### config.mk
export PLATFORM = sky130hd
export DESIGN_NAME = indexed_list_append_get_delete
export DESIGN_NICKNAME = d
export VERILOG_FILES = /design/src/hw/rtl/ilad_pkg.sv /design/src/hw/rtl/ilad_cell.sv /design/src/hw/rtl/indexed_list_append_get_delete.sv
export SDC_FILE = /design/constraint.sdc
export NUM_CORES = 1
export LEC_CHECK = 0
export BUFFER_PORTS_ARGS = -buffer_cell sky130_fd_sc_hd__buf_2
export CAP_MARGIN = 15
export CORE_MARGIN = 3
export CORE_UTILIZATION = 60
export CTS_CLUSTER_DIAMETER = 100
export CTS_CLUSTER_SIZE = 30
export DETAILED_ROUTE_END_ITERATION = 10
export PLACE_DENSITY = 0.77
export RECOVER_POWER = 25
export SKIP_CTS_REPAIR_TIMING = 1
export SLEW_MARGIN = 20
export SYNTH_ARGS = -nofsm -noshare
export SYNTH_HDL_FRONTEND = slang
export SYNTH_SLANG_ARGS = --single-unit
### constraint.sdc
create_clock -name clk -period 6.2 [get_ports clk]
set_input_delay 0 -clock clk [delete_from_list [all_inputs] [get_ports clk]]
set_output_delay 0 -clock clk [all_outputs]
set_load 0.1 [all_outputs]
### src/hw/rtl/ilad_pkg.sv
// ----------------------------------------------------------------------------
// Indexed list package
// Shared widths, operation and status codes, and the per-cell control type
// for the bounded ordered list.
// ----------------------------------------------------------------------------
package ilad_pkg;

  // Number of entries in the list store.
  localparam int DEPTH = 16;

  // Field widths.
  localparam int DATA_W  = 32;
  localparam int POS_W   = 4;
  localparam int COUNT_W = 5;

  // Operation codes carried by func.
  typedef enum logic [1:0] {
    FN_APPEND = 2'd0,
    FN_READ   = 2'd1,
    FN_DELETE = 2'd2
  } func_t;

  // Result status codes.
  typedef enum logic [1:0] {
    ST_OK    = 2'd0,
    ST_RANGE = 2'd1,
    ST_FULL  = 2'd2
  } status_t;

  // Control for one storage cell in the chain.
  typedef struct packed {
    logic load;   // Take the appended value.
    logic shift;  // Take the value of the next cell up the chain.
  } cell_ctrl_t;

endpackage

### src/hw/rtl/ilad_cell.sv
// ----------------------------------------------------------------------------
// Indexed list storage cell
// Holds one list entry. It either loads the appended value, takes the value
// of its upper neighbour when a delete closes the gap, or keeps its value.
// ----------------------------------------------------------------------------
module ilad_cell (
  input  logic                              clk,
  input  ilad_pkg::cell_ctrl_t              ctrl,
  input  logic signed [ilad_pkg::DATA_W-1:0] new_value,
  input  logic signed [ilad_pkg::DATA_W-1:0] next_value,
  output logic signed [ilad_pkg::DATA_W-1:0] value
);

  logic signed [ilad_pkg::DATA_W-1:0] value_r;
  logic signed [ilad_pkg::DATA_W-1:0] value_nxt;

  // Select the next content of the cell; the two controls never coincide.
  always_comb begin
    priority if (ctrl.shift) begin
      value_nxt = next_value;
    end else if (ctrl.load) begin
      value_nxt = new_value;
    end else begin
      value_nxt = value_r;
    end
  end

  // Entry storage; contents are undefined until written.
  always_ff @(posedge clk) begin
    value_r <= value_nxt;
  end

  assign value = value_r;

endmodule

### src/hw/rtl/indexed_list_append_get_delete.sv
// ----------------------------------------------------------------------------
// Indexed list with append, read and delete
// Bounded ordered list held in a chain of storage cells. Append writes the
// cell at the tail, delete shifts every later cell down by one place, and
// read selects the cell at the requested position.
// ----------------------------------------------------------------------------
// A result is presented in the cycle after its transaction is accepted.
// Throughput: one transaction per cycle unless stalled; every cell updates in the same cycle.
// A new transaction is accepted while the output register is empty or is being
// taken in the same cycle.
// Reset clears the entry count and the output valid; the cells are not cleared.
module indexed_list_append_get_delete (
  input  logic                               clk,
  input  logic                               rst_n,
  input  logic                               in_valid,
  output logic                               in_stall,
  input  logic [1:0]                         in_func,
  input  logic [ilad_pkg::POS_W-1:0]         in_position,
  input  logic signed [ilad_pkg::DATA_W-1:0] in_new_value,
  output logic                               out_valid,
  input  logic                               out_stall,
  output logic signed [ilad_pkg::DATA_W-1:0] out_read_value,
  output logic [1:0]                         out_status,
  output logic [ilad_pkg::COUNT_W-1:0]       out_entry_count
);

  localparam int DEPTH   = ilad_pkg::DEPTH;
  localparam int DATA_W  = ilad_pkg::DATA_W;
  localparam int COUNT_W = ilad_pkg::COUNT_W;
  localparam int POS_W   = ilad_pkg::POS_W;

  logic                       in_acc;
  logic [COUNT_W-1:0]         count_r;
  logic [COUNT_W-1:0]         count_nxt;
  logic [COUNT_W-1:0]         pos_ext;
  logic                       in_range;
  logic                       not_full;
  logic                       append_ok;
  logic                       delete_ok;
  logic                       read_ok;
  ilad_pkg::status_t          status_nxt;
  logic signed [DATA_W-1:0]   read_value_nxt;

  logic                       out_valid_r;
  logic                       out_valid_nxt;
  logic signed [DATA_W-1:0]   out_read_value_r;
  ilad_pkg::status_t          out_status_r;
  logic [COUNT_W-1:0]         out_entry_count_r;

  ilad_pkg::cell_ctrl_t       cell_ctrl [DEPTH];
  logic signed [DATA_W-1:0]   entry_q   [DEPTH];
  logic signed [DATA_W-1:0]   next_q    [DEPTH];

  // Handshake: the output register parts the two channels.
  assign in_stall = out_valid_r & out_stall;
  assign in_acc   = in_valid & ~in_stall;

  // Decode the request against the current count.
  assign pos_ext  = {{(COUNT_W-POS_W){1'b0}}, in_position};
  assign in_range = pos_ext < count_r;
  assign not_full = count_r < COUNT_W'(DEPTH);

  always_comb begin
    append_ok      = 1'b0;
    delete_ok      = 1'b0;
    read_ok        = 1'b0;
    status_nxt     = ilad_pkg::ST_OK;
    unique case (ilad_pkg::func_t'(in_func))
      ilad_pkg::FN_APPEND: begin
        append_ok  = in_acc & not_full;
        status_nxt = not_full ? ilad_pkg::ST_OK : ilad_pkg::ST_FULL;
      end
      ilad_pkg::FN_READ: begin
        read_ok    = in_range;
        status_nxt = in_range ? ilad_pkg::ST_OK : ilad_pkg::ST_RANGE;
      end
      ilad_pkg::FN_DELETE: begin
        delete_ok  = in_acc & in_range;
        status_nxt = in_range ? ilad_pkg::ST_OK : ilad_pkg::ST_RANGE;
      end
      default: begin
        status_nxt = ilad_pkg::ST_OK;
      end
    endcase
  end

  // Read selects the cell at the requested position.
  assign read_value_nxt = read_ok ? entry_q[in_position] : '0;

  // Entry count after the operation.
  always_comb begin
    priority if (append_ok) begin
      count_nxt = count_r + COUNT_W'(1);
    end else if (delete_ok) begin
      count_nxt = count_r - COUNT_W'(1);
    end else begin
      count_nxt = count_r;
    end
  end

  // Chain of storage cells, each fed by its upper neighbour; the top cell keeps its own value.
  for (genvar i = 0; i < DEPTH; i++) begin : g_cell
    if (i == DEPTH - 1) begin : g_top
      assign next_q[i] = entry_q[i];
    end else begin : g_mid
      assign next_q[i] = entry_q[i+1];
    end

    assign cell_ctrl[i].load  = append_ok & (count_r == COUNT_W'(i));
    assign cell_ctrl[i].shift = delete_ok & (COUNT_W'(i) >= pos_ext)
                              & (COUNT_W'(i + 1) < count_r);

    ilad_cell u_cell (
      .clk        (clk),
      .ctrl       (cell_ctrl[i]),
      .new_value  (in_new_value),
      .next_value (next_q[i]),
      .value      (entry_q[i])
    );
  end

  // Output valid: set by an accepted transaction, cleared when taken.
  always_comb begin
    priority if (in_acc) begin
      out_valid_nxt = 1'b1;
    end else if (!out_stall) begin
      out_valid_nxt = 1'b0;
    end else begin
      out_valid_nxt = out_valid_r;
    end
  end

  // Control state.
  always_ff @(posedge clk) begin
    if (!rst_n) begin
      count_r     <= '0;
      out_valid_r <= 1'b0;
    end else begin
      count_r     <= count_nxt;
      out_valid_r <= out_valid_nxt;
    end
  end

  // Result payload register.
  always_ff @(posedge clk) begin
    if (in_acc) begin
      out_read_value_r  <= read_value_nxt;
      out_status_r      <= status_nxt;
      out_entry_count_r <= count_nxt;
    end
  end

  assign out_valid       = out_valid_r;
  assign out_read_value  = out_read_value_r;
  assign out_status      = out_status_r;
  assign out_entry_count = out_entry_count_r;

  // The count never exceeds the store depth.
  a_count_bound: assert property (@(posedge clk) disable iff (!rst_n)
    count_r <= COUNT_W'(DEPTH))
    else $error("entry count exceeds depth");

  // A successful append raises the count by one.
  a_append_inc: assert property (@(posedge clk) disable iff (!rst_n)
    append_ok |=> count_r == $past(count_r) + COUNT_W'(1))
    else $error("append did not increment count");

  // A full status is only reported with a full store.
  a_full_count: assert property (@(posedge clk) disable iff (!rst_n)
    (out_valid && out_status == ilad_pkg::ST_FULL) |-> out_entry_count == COUNT_W'(DEPTH))
    else $error("full status with store not full");

  // A failed request returns a zero read value.
  a_err_zero: assert property (@(posedge clk) disable iff (!rst_n)
    (out_valid && out_status != ilad_pkg::ST_OK) |-> out_read_value == '0)
    else $error("non-zero read value on failed request");

endmodule
==> results.json <==
{
  "status": "complete, but fails checks",
  "violations": "capacitance limit, slew limit",
  "io_pins": 83,
  "syn_avg_cell_area_um2": 17.9,
  "synth_area_um2": 27700,
  "crit_buf_inv": 2,
  "p_leak_nw": 9.29,
  "dpl_cell_area_um2": 28600,
  "ff2ff_setup_slack_ns": 1.37,
  "ys_types": 56,
  "rsz0062_at_grt": "false",
  "worst_path_max_delay_cell": "a21o_1",
  "dr.pass1.iters": 6,
  "viasPerCell": 6.79,
  "start_util_pct": 60.9,
  "timing.rr.end": "g_cell[1].u_cell.value[16]",
  "hp-start": "out_stall",
  "detail-route-antenna-nets": 0,
  "overflow": 0,
  "critPathRequiredTime_ns": 6.45,
  "setup_violations": 0,
  "track_usage_pct": 27.0,
  "cts_root_buf": "clkbuf_16",
  "portBuffers": 82,
  "die-area_um2": 48800,
  "die_w_um": 221,
  "place_congestion": 0.905,
  "dp_hpwl_um": 38700,
  "worstHoldEndpoint": "out_read_value[21]",
  "fin_skew_ns": 0.0254,
  "synthFlopType": "edfxtp_1",
  "final_nets": 1646,
  "path_clk_slew_ns": 0.12,
  "clkSinkCount": 557,
  "slowest_delay_ns": 0.85,
  "grt_pass1_vias": 15400,
  "routed_wl_um": 66500,
  "end_kind": "register",
  "drc": 0,
  "max-cap-violations": 3,
  "htree_levels": 1,
  "max_clock_freq_ghz": 0.207,
  "fill_cells": 3195,
  "timing.final.crit_share_pct": 77.9,
  "clockBufferDepth": 3,
  "worst_skew_pair.late_latency_ns": 0.59,
  "num_rows": 78,
  "power.density_nw_per_um2": 226,
  "drive_gt1_share_pct": 43.0,
  "seq_area_frac_synth_pct": 60.2,
  "cts_tree": "done",
  "finish.utilization_pct": 64.7,
  "grt_pass1_wl_um": 99400,
  "hold_class": "in2reg",
  "synth_edf_count": 551,
  "yosysTopAreaCell": "edfxtp_1",
  "fin_tns_setup_ns": 0,
  "start_kind": "register",
  "core_um2": 45500,
  "slew_headroom_pct": -73.9,
  "design_area_um2": 29400,
  "via_count": 15000,
  "synth-seq-cells": 557,
  "wl_per_cell_um": 30.2,
  "grt_max_degree": 81,
  "area_growth_pct": 6.29,
  "worst_pin_slew_ns": 2.61,
  "min_period_ns": 4.83,
  "regToRegStartpoint": "count_r[3]",
  "hold_viol_final": 0,
  "power.total_w": 0.00667,
  "syn_nets": 1603,
  "n_antenna_cell": 0,
  "ys_warn_count": 0,
  "fp.dieH_um": 221,
  "path_max_fanout": 18,
  "cts_made_buffers": 22,
  "min_path_cells": 3,
  "timing.hold.ws_ns": 0.186,
  "synthTopCellsByArea": "edfxtp_1, mux2_2, mux4_2, a211oi_1, mux2_4",
  "drtIter0Drc": 1498,
  "antenna_found_initial": 2,
  "slew_violations": 104,
  "reg2reg_depth": 8,
  "netlist_instances": 1549,
  "cp.arrival_ns": 5.08,
  "crit_type": "reg2reg",
  "synth.top_cell.area_share_pct": 59.7,
  "peakVddDrop_uv": 204,
  "async_flop_share_pct": 0,
  "cp_top_family": "compound AO/OA/AOI/OAI gates",
  "path_cells": "inv_1, ha_1, a211oi_1, o22a_1, nand3_1, nor3_1, a21o_1, buf_4"
}
==> layout by cell type, fill, tap and decap left out, types with 3 or more instances in the layout <==
cell / n
a211oi_1: 49
a21o_1: 4
a21o_2: 3
a21oi_1: 5
and3_1: 10
buf_2: 5
buf_4: 32
clkbuf_1: 83
clkbuf_16: 23
dfxtp_1: 6
dlygate4sd3_1: 37
edfxtp_1: 551
ha_1: 12
inv_1: 10
mux2_1: 22
mux2_2: 438
mux2_4: 20
mux2i_1: 27
mux4_2: 136
nand2_1: 16
nand3_1: 4
nor2_1: 7
nor2b_1: 25
nor3_1: 10
o21ai_0: 4
o21bai_4: 3
xnor2_1: 3
==> worst max-delay path by stage <==
stage,startpoint,endpoint,slack [ns],cells after the start
6_report,count_r[3],g_cell[1].u_cell.value[16],1.37,8
5_1_grt,count_r[3],g_cell[1].u_cell.value[19],1.09,8
4_1_cts,count_r[3],g_cell[5].u_cell.value[18],1.89,8
3_5_place_dp,count_r[3],g_cell[5].u_cell.value[1],1.89,8
3_3_place_gp,count_r[3],g_cell[5].u_cell.value[26],2.06,8
2_1_floorplan,out_valid,g_cell[14].u_cell.value[0],0.84,4
==> cells by family after synthesis <==
group / after synthesis / share of synthesized area, %
mux: 643 / 31.8
flops: 557 / 60.2
buf+inv: 146 / 2.67
compound gates: 94 / 2.70
simple gates: 94 / 2.00
fa+ha+maj: 12 / 0.542
xor+xnor: 3 / 0.0949
==> stage by stage <==
step | setup slack, ns | std cells
final | 1.37 | 2201
after global routing | 1.09 | 2201
after CTS | 1.89 | 2163
after detailed placement | 1.89 | 2130
after global placement | 2.06 | 2128
after floorplan | 0.840 | 1549
==> Yosys cell counts, drive strengths merged, types with 11 or more instances <==
library cell and instances:
a211oi 49, and3 12, buf 85, clkbuf 51, edfxtp 551, ha 12, mux2 480, mux2i 27
mux4 136, nand2 18, nor2b 25, nor3 11
==> worst reg2reg max path, stage by stage, from the launching register on <==
cell and delay, ns:
dfxtp_1 0.67, inv_1 0.23, ha_1 0.26, a211oi_1 0.32
o22a_1 0.53, nand3_1 0.57, nor3_1 0.53, a21o_1 0.85
buf_4 0.49
==> layer usage <==
layer | vias up | share of wire (%) | GRT usage, %
met2 | 597 | 48 | 44.2
met1 | 7889 | 42 | 39.0
met5 | - | 0 | 0
met3 | 98 | 6.8 | 3.49
met4 | 0 | 3.1 | 6.98
li1 | 6369 | - | -
==> cell type report <==
type | count | area (um^2) | share of cell area, %
sequential | 557 | 16700 | 56.6
multi-input combinational | 846 | 10400 | 35.2
timing repair buffer | 155 | 1000 | 3.41
tap | 600 | 751 | 2.55
clock buffer | 31 | 606 | 2.06
inverter | 10 | 37.5 | 0.127
clock inverter | 2 | 17.5 | 0.0595
==> sequential cells by signal, indices dropped and copies added (netlist names) <==
signal	count
out_valid	1
out_entry_count	5
g_cell.u_cell.value	512
count_r	5
out_status	2
out_read_value	32
==> power by group <==
group | internal, W | switching [W] | leakage (nW)
clock | 0.000696 | 0.00112 | 0.302
sequential | 0.00417 | 0.0000154 | 5.05
combinational | 0.000272 | 0.000398 | 3.94
Power figures use the tool's default switching activity.
